===== src/hdl/cfc_pkg.sv =====
package cfc_pkg;

   // Field widths of the fraction and its convergents.
   localparam int ValueWidth = 32;
   localparam int DenWidth   = ValueWidth - 1;
   localparam int ExtWidth   = ValueWidth + 1;
   localparam int IdxWidth   = 6;
   localparam int MaxTerms   = 46;
   localparam int CntWidth   = $clog2(ValueWidth + 1);
   localparam int QueueDepth = 2;
   localparam int QPtrWidth  = 1;
   localparam int QCntWidth  = 2;

   // One classified fraction: numerator split into sign and magnitude.
   typedef struct packed {
      logic [ValueWidth-1:0] num_mag;
      logic                  num_neg;
      logic [DenWidth-1:0]   den;
   } cfc_job_type;

   // Sequencer states of the expansion engine.
   typedef enum logic [2:0] {
      ST_IDLE,
      ST_START,
      ST_DIV,
      ST_MUL_P,
      ST_MUL_Q,
      ST_COMMIT,
      ST_OUT
   } cfc_state_type;

endpackage


===== src/hdl/continued_fraction_convergents.sv =====
// Channel | Direction | Handshake             | Payload
// req     | in        | req_valid / req_ready | frac_num, frac_den
// rsp     | out       | rsp_valid / rsp_ready | partial_quotient, conv_num, conv_den,
//         |           |                       | term_index, last_term
// Each term passes through a start state, the bit-serial divider, the shared
// multiply-add (numerator, then denominator), a commit state and a result state.
// The result state holds, and so stalls the engine, while rsp_ready is low.
// A two-entry queue lets the front take new transactions while the engine works.
// Reset is synchronous and active high; no clearing pass is needed.
module continued_fraction_convergents (
   input  logic                           clock,
   input  logic                           reset,
   input  logic                           req_valid,
   output logic                           req_ready,
   input  logic [cfc_pkg::ValueWidth-1:0] req_frac_num,
   input  logic [cfc_pkg::DenWidth-1:0]   req_frac_den,
   output logic                           rsp_valid,
   input  logic                           rsp_ready,
   output logic [cfc_pkg::ValueWidth-1:0] rsp_partial_quotient,
   output logic [cfc_pkg::ValueWidth-1:0] rsp_conv_num,
   output logic [cfc_pkg::DenWidth-1:0]   rsp_conv_den,
   output logic [cfc_pkg::IdxWidth-1:0]   rsp_term_index,
   output logic                           rsp_last_term
);
   import cfc_pkg::*;

   logic        q_full, q_push, q_pop, q_valid;
   cfc_job_type push_job, pop_job;

   // Classification of incoming fractions.
   cfc_front u_front (
      .clock        (clock),
      .reset        (reset),
      .req_valid    (req_valid),
      .req_ready    (req_ready),
      .req_frac_num (req_frac_num),
      .req_frac_den (req_frac_den),
      .q_full       (q_full),
      .q_push       (q_push),
      .q_job        (push_job)
   );

   // Decoupling queue.
   cfc_queue u_queue (
      .clock     (clock),
      .reset     (reset),
      .push      (q_push),
      .push_job  (push_job),
      .full      (q_full),
      .pop       (q_pop),
      .not_empty (q_valid),
      .pop_job   (pop_job)
   );

   // Expansion engine.
   cfc_back u_back (
      .clock                (clock),
      .reset                (reset),
      .q_valid              (q_valid),
      .q_job                (pop_job),
      .q_pop                (q_pop),
      .rsp_valid            (rsp_valid),
      .rsp_ready            (rsp_ready),
      .rsp_partial_quotient (rsp_partial_quotient),
      .rsp_conv_num         (rsp_conv_num),
      .rsp_conv_den         (rsp_conv_den),
      .rsp_term_index       (rsp_term_index),
      .rsp_last_term        (rsp_last_term)
   );

endmodule


===== src/hdl/cfc_front.sv =====
module cfc_front (
   input  logic                           clock,
   input  logic                           reset,
   input  logic                           req_valid,
   output logic                           req_ready,
   input  logic [cfc_pkg::ValueWidth-1:0] req_frac_num,
   input  logic [cfc_pkg::DenWidth-1:0]   req_frac_den,
   input  logic                           q_full,
   output logic                           q_push,
   output cfc_pkg::cfc_job_type           q_job
);
   import cfc_pkg::*;

   logic accept;

   // The front takes a transaction whenever the queue has room.
   assign req_ready = ~q_full;
   assign accept    = req_valid & req_ready;

   // A zero denominator yields no terms, so that transaction is dropped here.
   assign q_push = accept & (req_frac_den != '0);

   // Split the numerator into sign and magnitude for the divider.
   always_comb begin
      q_job.num_neg = req_frac_num[ValueWidth-1];
      q_job.num_mag = req_frac_num[ValueWidth-1] ? (~req_frac_num + 1'b1) : req_frac_num;
      q_job.den     = req_frac_den;
   end

   // Dropped transactions never reach the queue.
   a_drop_zero: assert property (@(posedge clock) disable iff (reset)
      (accept && req_frac_den == '0) |-> !q_push)
      else $error("zero denominator pushed");

endmodule


===== src/hdl/cfc_queue.sv =====
module cfc_queue (
   input  logic                 clock,
   input  logic                 reset,
   input  logic                 push,
   input  cfc_pkg::cfc_job_type push_job,
   output logic                 full,
   input  logic                 pop,
   output logic                 not_empty,
   output cfc_pkg::cfc_job_type pop_job
);
   import cfc_pkg::*;

   cfc_job_type                 slot_ff [QueueDepth];
   logic [QPtrWidth-1:0]        wr_ff, wr_in, rd_ff, rd_in;
   logic [QCntWidth-1:0]        cnt_ff, cnt_in;

   assign full      = (cnt_ff == QCntWidth'(QueueDepth));
   assign not_empty = (cnt_ff != '0);
   assign pop_job   = slot_ff[rd_ff];

   // Pointer and count updates.
   always_comb begin
      wr_in  = push ? wr_ff + 1'b1 : wr_ff;
      rd_in  = pop  ? rd_ff + 1'b1 : rd_ff;
      cnt_in = cnt_ff + QCntWidth'(push) - QCntWidth'(pop);
   end

   always_ff @(posedge clock) begin
      if (reset) begin
         wr_ff  <= '0;
         rd_ff  <= '0;
         cnt_ff <= '0;
      end else begin
         wr_ff  <= wr_in;
         rd_ff  <= rd_in;
         cnt_ff <= cnt_in;
      end
   end

   // Entry storage.
   always_ff @(posedge clock) begin
      if (push) begin
         slot_ff[wr_ff] <= push_job;
      end
   end

   a_no_overflow: assert property (@(posedge clock) disable iff (reset)
      full |-> !push)
      else $error("queue overflow");
   a_no_underflow: assert property (@(posedge clock) disable iff (reset)
      !not_empty |-> !pop)
      else $error("queue underflow");
   a_count: assert property (@(posedge clock) disable iff (reset)
      cnt_ff <= QCntWidth'(QueueDepth))
      else $error("queue count out of range");

endmodule


===== src/hdl/cfc_div.sv =====
module cfc_div (
   input  logic                           clock,
   input  logic                           reset,
   input  logic                           start,
   input  logic [cfc_pkg::ValueWidth-1:0] dividend,
   input  logic [cfc_pkg::ValueWidth-1:0] divisor,
   output logic                           done,
   output logic [cfc_pkg::ValueWidth-1:0] quotient,
   output logic [cfc_pkg::ValueWidth-1:0] remainder
);
   import cfc_pkg::*;

   logic [ValueWidth-1:0] acc_ff, acc_in, quo_ff, quo_in, dvs_ff, dvs_in;
   logic [CntWidth-1:0]   cnt_ff, cnt_in;
   logic                  busy_ff, busy_in, done_ff, done_in;
   logic [ValueWidth:0]   shifted, diff;

   // One restoring step: shift in the next dividend bit, subtract if it fits.
   always_comb begin
      shifted = {acc_ff, quo_ff[ValueWidth-1]};
      diff    = shifted - {1'b0, dvs_ff};
      acc_in  = acc_ff;
      quo_in  = quo_ff;
      dvs_in  = dvs_ff;
      cnt_in  = cnt_ff;
      busy_in = busy_ff;
      done_in = 1'b0;
      if (start) begin
         acc_in  = '0;
         quo_in  = dividend;
         dvs_in  = divisor;
         cnt_in  = CntWidth'(ValueWidth);
         busy_in = 1'b1;
      end else if (busy_ff) begin
         if (!diff[ValueWidth]) begin
            acc_in = diff[ValueWidth-1:0];
            quo_in = {quo_ff[ValueWidth-2:0], 1'b1};
         end else begin
            acc_in = shifted[ValueWidth-1:0];
            quo_in = {quo_ff[ValueWidth-2:0], 1'b0};
         end
         cnt_in = cnt_ff - 1'b1;
         if (cnt_ff == CntWidth'(1)) begin
            busy_in = 1'b0;
            done_in = 1'b1;
         end
      end
   end

   always_ff @(posedge clock) begin
      if (reset) begin
         busy_ff <= 1'b0;
         done_ff <= 1'b0;
         cnt_ff  <= '0;
      end else begin
         busy_ff <= busy_in;
         done_ff <= done_in;
         cnt_ff  <= cnt_in;
      end
   end

   always_ff @(posedge clock) begin
      acc_ff <= acc_in;
      quo_ff <= quo_in;
      dvs_ff <= dvs_in;
   end

   assign done      = done_ff;
   assign quotient  = quo_ff;
   assign remainder = acc_ff;

   a_done_after_busy: assert property (@(posedge clock) disable iff (reset)
      done_ff |-> $past(busy_ff))
      else $error("divider done without work");

endmodule


===== src/hdl/cfc_back.sv =====
module cfc_back (
   input  logic                           clock,
   input  logic                           reset,
   input  logic                           q_valid,
   input  cfc_pkg::cfc_job_type           q_job,
   output logic                           q_pop,
   output logic                           rsp_valid,
   input  logic                           rsp_ready,
   output logic [cfc_pkg::ValueWidth-1:0] rsp_partial_quotient,
   output logic [cfc_pkg::ValueWidth-1:0] rsp_conv_num,
   output logic [cfc_pkg::DenWidth-1:0]   rsp_conv_den,
   output logic [cfc_pkg::IdxWidth-1:0]   rsp_term_index,
   output logic                           rsp_last_term
);
   import cfc_pkg::*;

   cfc_state_type state_ff, state_in;

   // Remainder pair as sign and magnitude; convergents in wrapping extended width.
   logic [ValueWidth-1:0] rh_mag_ff, rl_mag_ff, rem_ff;
   logic                  rh_neg_ff, rl_neg_ff;
   logic [ExtWidth-1:0]   pp_ff, pq_ff, cp_ff, cq_ff, np_ff, nq_ff, a_ff;
   logic [IdxWidth-1:0]   n_ff;
   logic                  last_ff;

   logic                  div_start, div_done;
   logic [ValueWidth-1:0] div_quo, div_rem;
   logic [ExtWidth-1:0]   quo_ext, mul_x, mul_y, mac, on_val, od_val;
   logic                  first, last_now;

   logic                  rsp_valid_ff;
   logic [ValueWidth-1:0] pq_out_ff, cn_out_ff;
   logic [DenWidth-1:0]   cd_out_ff;
   logic [IdxWidth-1:0]   idx_out_ff;

   cfc_div u_div (
      .clock     (clock),
      .reset     (reset),
      .start     (div_start),
      .dividend  (rh_mag_ff),
      .divisor   (rl_mag_ff),
      .done      (div_done),
      .quotient  (div_quo),
      .remainder (div_rem)
   );

   // Shared multiply-add for both convergent recurrences.
   always_comb begin
      first    = (n_ff == '0);
      quo_ext  = {1'b0, div_quo};
      mul_x    = (state_ff == ST_MUL_P) ? cp_ff : cq_ff;
      mul_y    = (state_ff == ST_MUL_P) ? pp_ff : pq_ff;
      mac      = a_ff * mul_x + mul_y;
      on_val   = nq_ff[ExtWidth-1] ? (~np_ff + 1'b1) : np_ff;
      od_val   = nq_ff[ExtWidth-1] ? (~nq_ff + 1'b1) : nq_ff;
      last_now = (rem_ff == '0) || (n_ff == IdxWidth'(MaxTerms - 1));
   end

   // Next state.
   always_comb begin
      state_in = state_ff;
      case (state_ff)
         ST_IDLE:   if (q_valid) state_in = ST_START;
         ST_START:  state_in = ST_DIV;
         ST_DIV:    if (div_done) state_in = ST_MUL_P;
         ST_MUL_P:  state_in = ST_MUL_Q;
         ST_MUL_Q:  state_in = ST_COMMIT;
         ST_COMMIT: state_in = ST_OUT;
         ST_OUT: begin
            if (rsp_ready) state_in = last_ff ? ST_IDLE : ST_START;
         end
         default:   state_in = ST_IDLE;
      endcase
   end

   // Control outputs.
   always_comb begin
      q_pop     = 1'b0;
      div_start = 1'b0;
      case (state_ff)
         ST_IDLE:  q_pop = q_valid;
         ST_START: div_start = 1'b1;
         default: begin
            q_pop     = 1'b0;
            div_start = 1'b0;
         end
      endcase
   end

   always_ff @(posedge clock) begin
      if (reset) begin
         state_ff     <= ST_IDLE;
         rsp_valid_ff <= 1'b0;
      end else begin
         state_ff <= state_in;
         if (state_ff == ST_COMMIT) begin
            rsp_valid_ff <= 1'b1;
         end else if (state_ff == ST_OUT && rsp_ready) begin
            rsp_valid_ff <= 1'b0;
         end
      end
   end

   // Datapath registers.
   always_ff @(posedge clock) begin
      case (state_ff)
         ST_IDLE: begin
            rh_mag_ff <= q_job.num_mag;
            rh_neg_ff <= q_job.num_neg;
            rl_mag_ff <= {1'b0, q_job.den};
            rl_neg_ff <= 1'b0;
            pp_ff     <= ExtWidth'(1);
            pq_ff     <= '0;
            cp_ff     <= '0;
            cq_ff     <= ExtWidth'(1);
            n_ff      <= '0;
         end
         ST_DIV: begin
            if (div_done) begin
               a_ff   <= (rh_neg_ff ^ rl_neg_ff) ? (~quo_ext + 1'b1) : quo_ext;
               rem_ff <= div_rem;
            end
         end
         ST_MUL_P: np_ff <= first ? a_ff : mac;
         ST_MUL_Q: nq_ff <= first ? ExtWidth'(1) : mac;
         ST_COMMIT: begin
            pp_ff      <= cp_ff;
            pq_ff      <= cq_ff;
            cp_ff      <= np_ff;
            cq_ff      <= nq_ff;
            rh_mag_ff  <= rl_mag_ff;
            rh_neg_ff  <= rl_neg_ff;
            rl_mag_ff  <= rem_ff;
            rl_neg_ff  <= rh_neg_ff;
            last_ff    <= last_now;
            pq_out_ff  <= a_ff[ValueWidth-1:0];
            cn_out_ff  <= on_val[ValueWidth-1:0];
            cd_out_ff  <= od_val[DenWidth-1:0];
            idx_out_ff <= n_ff;
         end
         ST_OUT: begin
            if (rsp_ready && !last_ff) n_ff <= n_ff + 1'b1;
         end
         default: begin
         end
      endcase
   end

   assign rsp_valid            = rsp_valid_ff;
   assign rsp_partial_quotient = pq_out_ff;
   assign rsp_conv_num         = cn_out_ff;
   assign rsp_conv_den         = cd_out_ff;
   assign rsp_term_index       = idx_out_ff;
   assign rsp_last_term        = last_ff;

   a_out_valid: assert property (@(posedge clock) disable iff (reset)
      (state_ff == ST_OUT) |-> rsp_valid_ff)
      else $error("result state without valid");
   a_valid_state: assert property (@(posedge clock) disable iff (reset)
      rsp_valid_ff |-> (state_ff == ST_OUT))
      else $error("valid outside result state");
   a_index_range: assert property (@(posedge clock) disable iff (reset)
      rsp_valid_ff |-> (idx_out_ff <= IdxWidth'(MaxTerms - 1)))
      else $error("term index out of range");
   a_pop_idle: assert property (@(posedge clock) disable iff (reset)
      q_pop |=> (state_ff == ST_START))
      else $error("pop did not start a job");

endmodule


===== config.mk =====
export PLATFORM = sky130hd
export DESIGN_NAME = continued_fraction_convergents
export DESIGN_NICKNAME = d
export VERILOG_FILES = /design/src/hdl/cfc_pkg.sv /design/src/hdl/continued_fraction_convergents.sv /design/src/hdl/cfc_front.sv /design/src/hdl/cfc_queue.sv /design/src/hdl/cfc_div.sv /design/src/hdl/cfc_back.sv
export SDC_FILE = /design/constraint.sdc
export NUM_CORES = 2
export LEC_CHECK = 0
export BUFFER_PORTS_ARGS = -buffer_cell sky130_fd_sc_hd__buf_2
export CAP_MARGIN = 40
export CELL_PAD_IN_SITES_DETAIL_PLACEMENT = 0
export CELL_PAD_IN_SITES_GLOBAL_PLACEMENT = 1
export CORE_MARGIN = 4
export CORE_UTILIZATION = 25
export CTS_BUF_LIST = sky130_fd_sc_hd__clkbuf_8
export CTS_CLUSTER_SIZE = 16
export DETAILED_ROUTE_END_ITERATION = 7
export PLACE_DENSITY_LB_ADDON = 0.1
export SLEW_MARGIN = 20
export SYNTH_ARGS = -nofsm -noshare
export SYNTH_HDL_FRONTEND = slang
export SYNTH_SLANG_ARGS = --single-unit

===== constraint.sdc =====
create_clock -name clock -period 13.57 [get_ports clock]
set_input_delay 0 -clock clock [delete_from_list [all_inputs] [get_ports clock]]
set_output_delay 0 -clock clock [all_outputs]
set_load 0.05 [all_outputs]

==> metrics.csv <==
metric,value,unit
minimum clock period after layout,9.87,ns
effective utilization at floorplan,0.252,
hpwl dp,117000,um
relative area change from synthesis to final layout,16.7,%
Clk Tree Root Cell,clkbuf_8,
final worst-path setup slack,3.70,ns
setup repair bufs after CTS,0,
Max transition margin,0.413,
remaining global-route overflow,0,
yosys synthesis warning count,0,
"commonest non-fill, non-tap cell in the layout",inv_1,
critical hold path startpoint,req_frac_num[28],
count of nets after finishing,5271,
clock slew seen by the registers of the worst setup and hold paths,0.06,ns
wire length of the first global-routing pass,234000,um
Post-route DRC,0,
"EDFF count, synth",629,
Syn Nets,4950,
post-synthesis sequential area ratio,0.420,
Fillers,19600,
cell type with the highest occurrence count on the critical path,inv_1,
final wirelength,159000,um
"Slew Viols, Final",0,
maximum buffer depth of the clock tree,3,
most instantiated flip-flop cell in the synthesis netlist,edfxtp_1,
RSZ-0062 raised after global routing,no,
post-synthesis cell count,4236,
cell area after technology mapping,47300,um2
die width,443,um
count of cells resized by post-cts repair,0,
ratio of routed vias to standard cells,4.36,
fraction of layout cells with a size suffix above 1,0.101,
hold violation total from the final report,0,
worst stage delay on the critical path,0.54,ns
arrival time reported for the critical path endpoint,10.40,ns
startpoint of the lowest-slack register-to-register path,u_back.state_ff[2],
initial antenna violation count,11,
startpoint kind of the worst setup timing path,flop,
Critical Path Source,u_back.state_ff[2],
area of the core region,188000,um2
Iter 0 DRT Violations,1635,
die height,443,um
portion of the clock cycle consumed by the worst path in the final layout,0.727,
# port buffers,170,
maximum operating frequency,101,MHz
worst path required time,14.10,ns
final worst clock skew,0.0480,ns
largest net degree at the start of global routing,136,
number of synthesized register bits,678,
global-route usage over all layers,0.162,
TritonCTS Buffers,132,
clock latency reported for the late side of the worst-skew pair,0.84,ns
Clock H-tree levels,4,
boundary pin count,171,
final count of negative-setup-slack endpoints,0,
Post-Place Worst Slack,3.55,ns
pin slew with the least headroom to its limit,0.880,ns
synthesized area per cell,11.2,um2
core utilization of the finished layout,0.294,
number of iterations in the first detailed-routing pass,7,
TritonCTS clock tree,done,
worst hold path class,input port to flop,
count of maximum capacitance violations,0,
synth unique cells,64,
via total after detailed routing,31200,
via count of the first global-routing pass,33600,
post-synthesis async set-or-reset flop share,0,
number of buffers inserted for hold repair after clock tree synthesis,139,
critical path peak fanout,73,
routed wirelength normalized by instance count,22.2,um
setup tns final,0,ns
number of routed nets with antenna violations,0,
crit path capture type,flop,
Worst path slowest cell,dfxtp_4,
gpl congestion,0.775,
"top library cells by usage in the layout, fill and taps aside","inv_1, edfxtp_1, nand2_1, fa_1, and2_1",
outcome,completed,
die area,196000,um2
row count,159,
sinks on the clock net,678,
type of the worst setup path,flop to flop,
## path summary, 6_finish.rpt
| kind | to | slack [ns] | depth (start not counted) |
|---|---|---|---|
| max | u_back.np_ff[30] | 3.70 | 33 |
| min | u_queue.slot_ff[1][60] | 0.13 | 3 |
| max reg2reg | u_back.np_ff[30] | 3.70 | 33 |
| min reg2reg | u_back.u_div.dvs_ff[6] | 0.45 | 0 |
## synth_stat cells (4+ instances only)
master | number | area (um2)
o21a_1 | 12 | 90.1
o21ai_0 | 166 | 831
o31ai_1 | 26 | 195
or4_1 | 16 | 120
a211oi_1 | 9 | 67.6
or3_1 | 19 | 119
o211ai_1 | 8 | 60.1
nand2_1 | 528 | 1980
xor2_1 | 51 | 447
nor3_1 | 38 | 190
o211a_1 | 4 | 40.0
a31oi_1 | 10 | 62.6
o21bai_1 | 9 | 67.6
ha_1 | 179 | 2240
buf_2 | 5 | 25.0
inv_1 | 590 | 2210
a21o_1 | 52 | 390
nand4_1 | 14 | 87.6
edfxtp_1 | 629 | 18900
or2_2 | 7 | 43.8
or4_4 | 5 | 56.3
o41ai_1 | 12 | 105
dfxtp_1 | 49 | 981
nor2_1 | 93 | 349
nand3_1 | 20 | 100
fa_1 | 468 | 9370
clkbuf_1 | 187 | 702
xnor2_1 | 193 | 1690
mux2i_1 | 100 | 1000
nand2b_1 | 22 | 138
and2_1 | 342 | 2140
a21oi_1 | 103 | 515
nor2b_1 | 24 | 150
mux2_2 | 30 | 338
buf_1 | 7 | 26.3
nor4_1 | 27 | 169
and3_1 | 134 | 838
a211o_1 | 4 | 35.0
## logic make-up after synthesis
group | count (synthesis) | synth area share
AND/OR/NAND/NOR | 1302 | 0.140
buffers and inverters | 792 | 0.0630
flip-flops | 678 | 0.420
adder cells (fa/ha/maj) | 647 | 0.246
AO/OA/AOI/OAI | 441 | 0.0571
XOR/XNOR | 245 | 0.0457
multiplexers | 131 | 0.0288
## flip-flops by register name (all words and copies together) (netlist names), 33 cells and up, named ones only
register and cells:
u_back.cp_ff 33, u_back.cq_ff 33, u_queue.slot_ff 128, u_back.pq_ff 33, u_back.np_ff 33, u_back.nq_ff 33, u_back.pp_ff 33, u_back.a_ff 33
## routing by layer
layer,wire length [um],vias up,global-route usage,part of all wire
met2,82700,461,0.295,0.52
met4,3120,0,0.0374,0.020
met3,4440,153,0.0187,0.028
met5,0,-,0,0
li1,-,14600,-,-
met1,68700,15900,0.205,0.43
## critical path, delay by kind of cell, from the launching register on
| family | cells | cell delay, ns |
|---|---|---|
| mux | 1 | 0.39 |
| simple gates | 3 | 0.68 |
| buf+inv | 11 | 1.70 |
| compound gates | 8 | 1.78 |
| fa+ha+maj | 9 | 3.93 |
| flops | 1 | 0.54 |
| xor+xnor | 1 | 0.44 |
## area by class of cell
| type | instances | area (um2) | area share |
|---|---|---|---|
| Multi-Input combinational cell | 2766 | 24500 | 0.444 |
| Sequential cell | 678 | 19900 | 0.360 |
| Tap cell | 2495 | 3120 | 0.0566 |
| Timing Repair Buffer | 386 | 3040 | 0.0550 |
| Inverter | 593 | 2240 | 0.0405 |
| Clock buffer | 138 | 1900 | 0.0344 |
| Clock inverter | 94 | 475 | 0.00862 |
| Antenna cell | 7 | 17.5 | 0.000318 |
## through the flow
stage	cell area (um2)	hold WS, ns	instances
final	55100	0.127	7157
after global placement	51000	0.206	6763
after detailed placement	51300	0.208	6774
after CTS	55000	0.00960	7145
after floorplan	47300	0.0989	4236
after global routing	55100	0.0701	7151
Power is left out: the tool's default activity adds up to more than one toggle a clock period on the data nets, which glitch-free logic cannot reach.
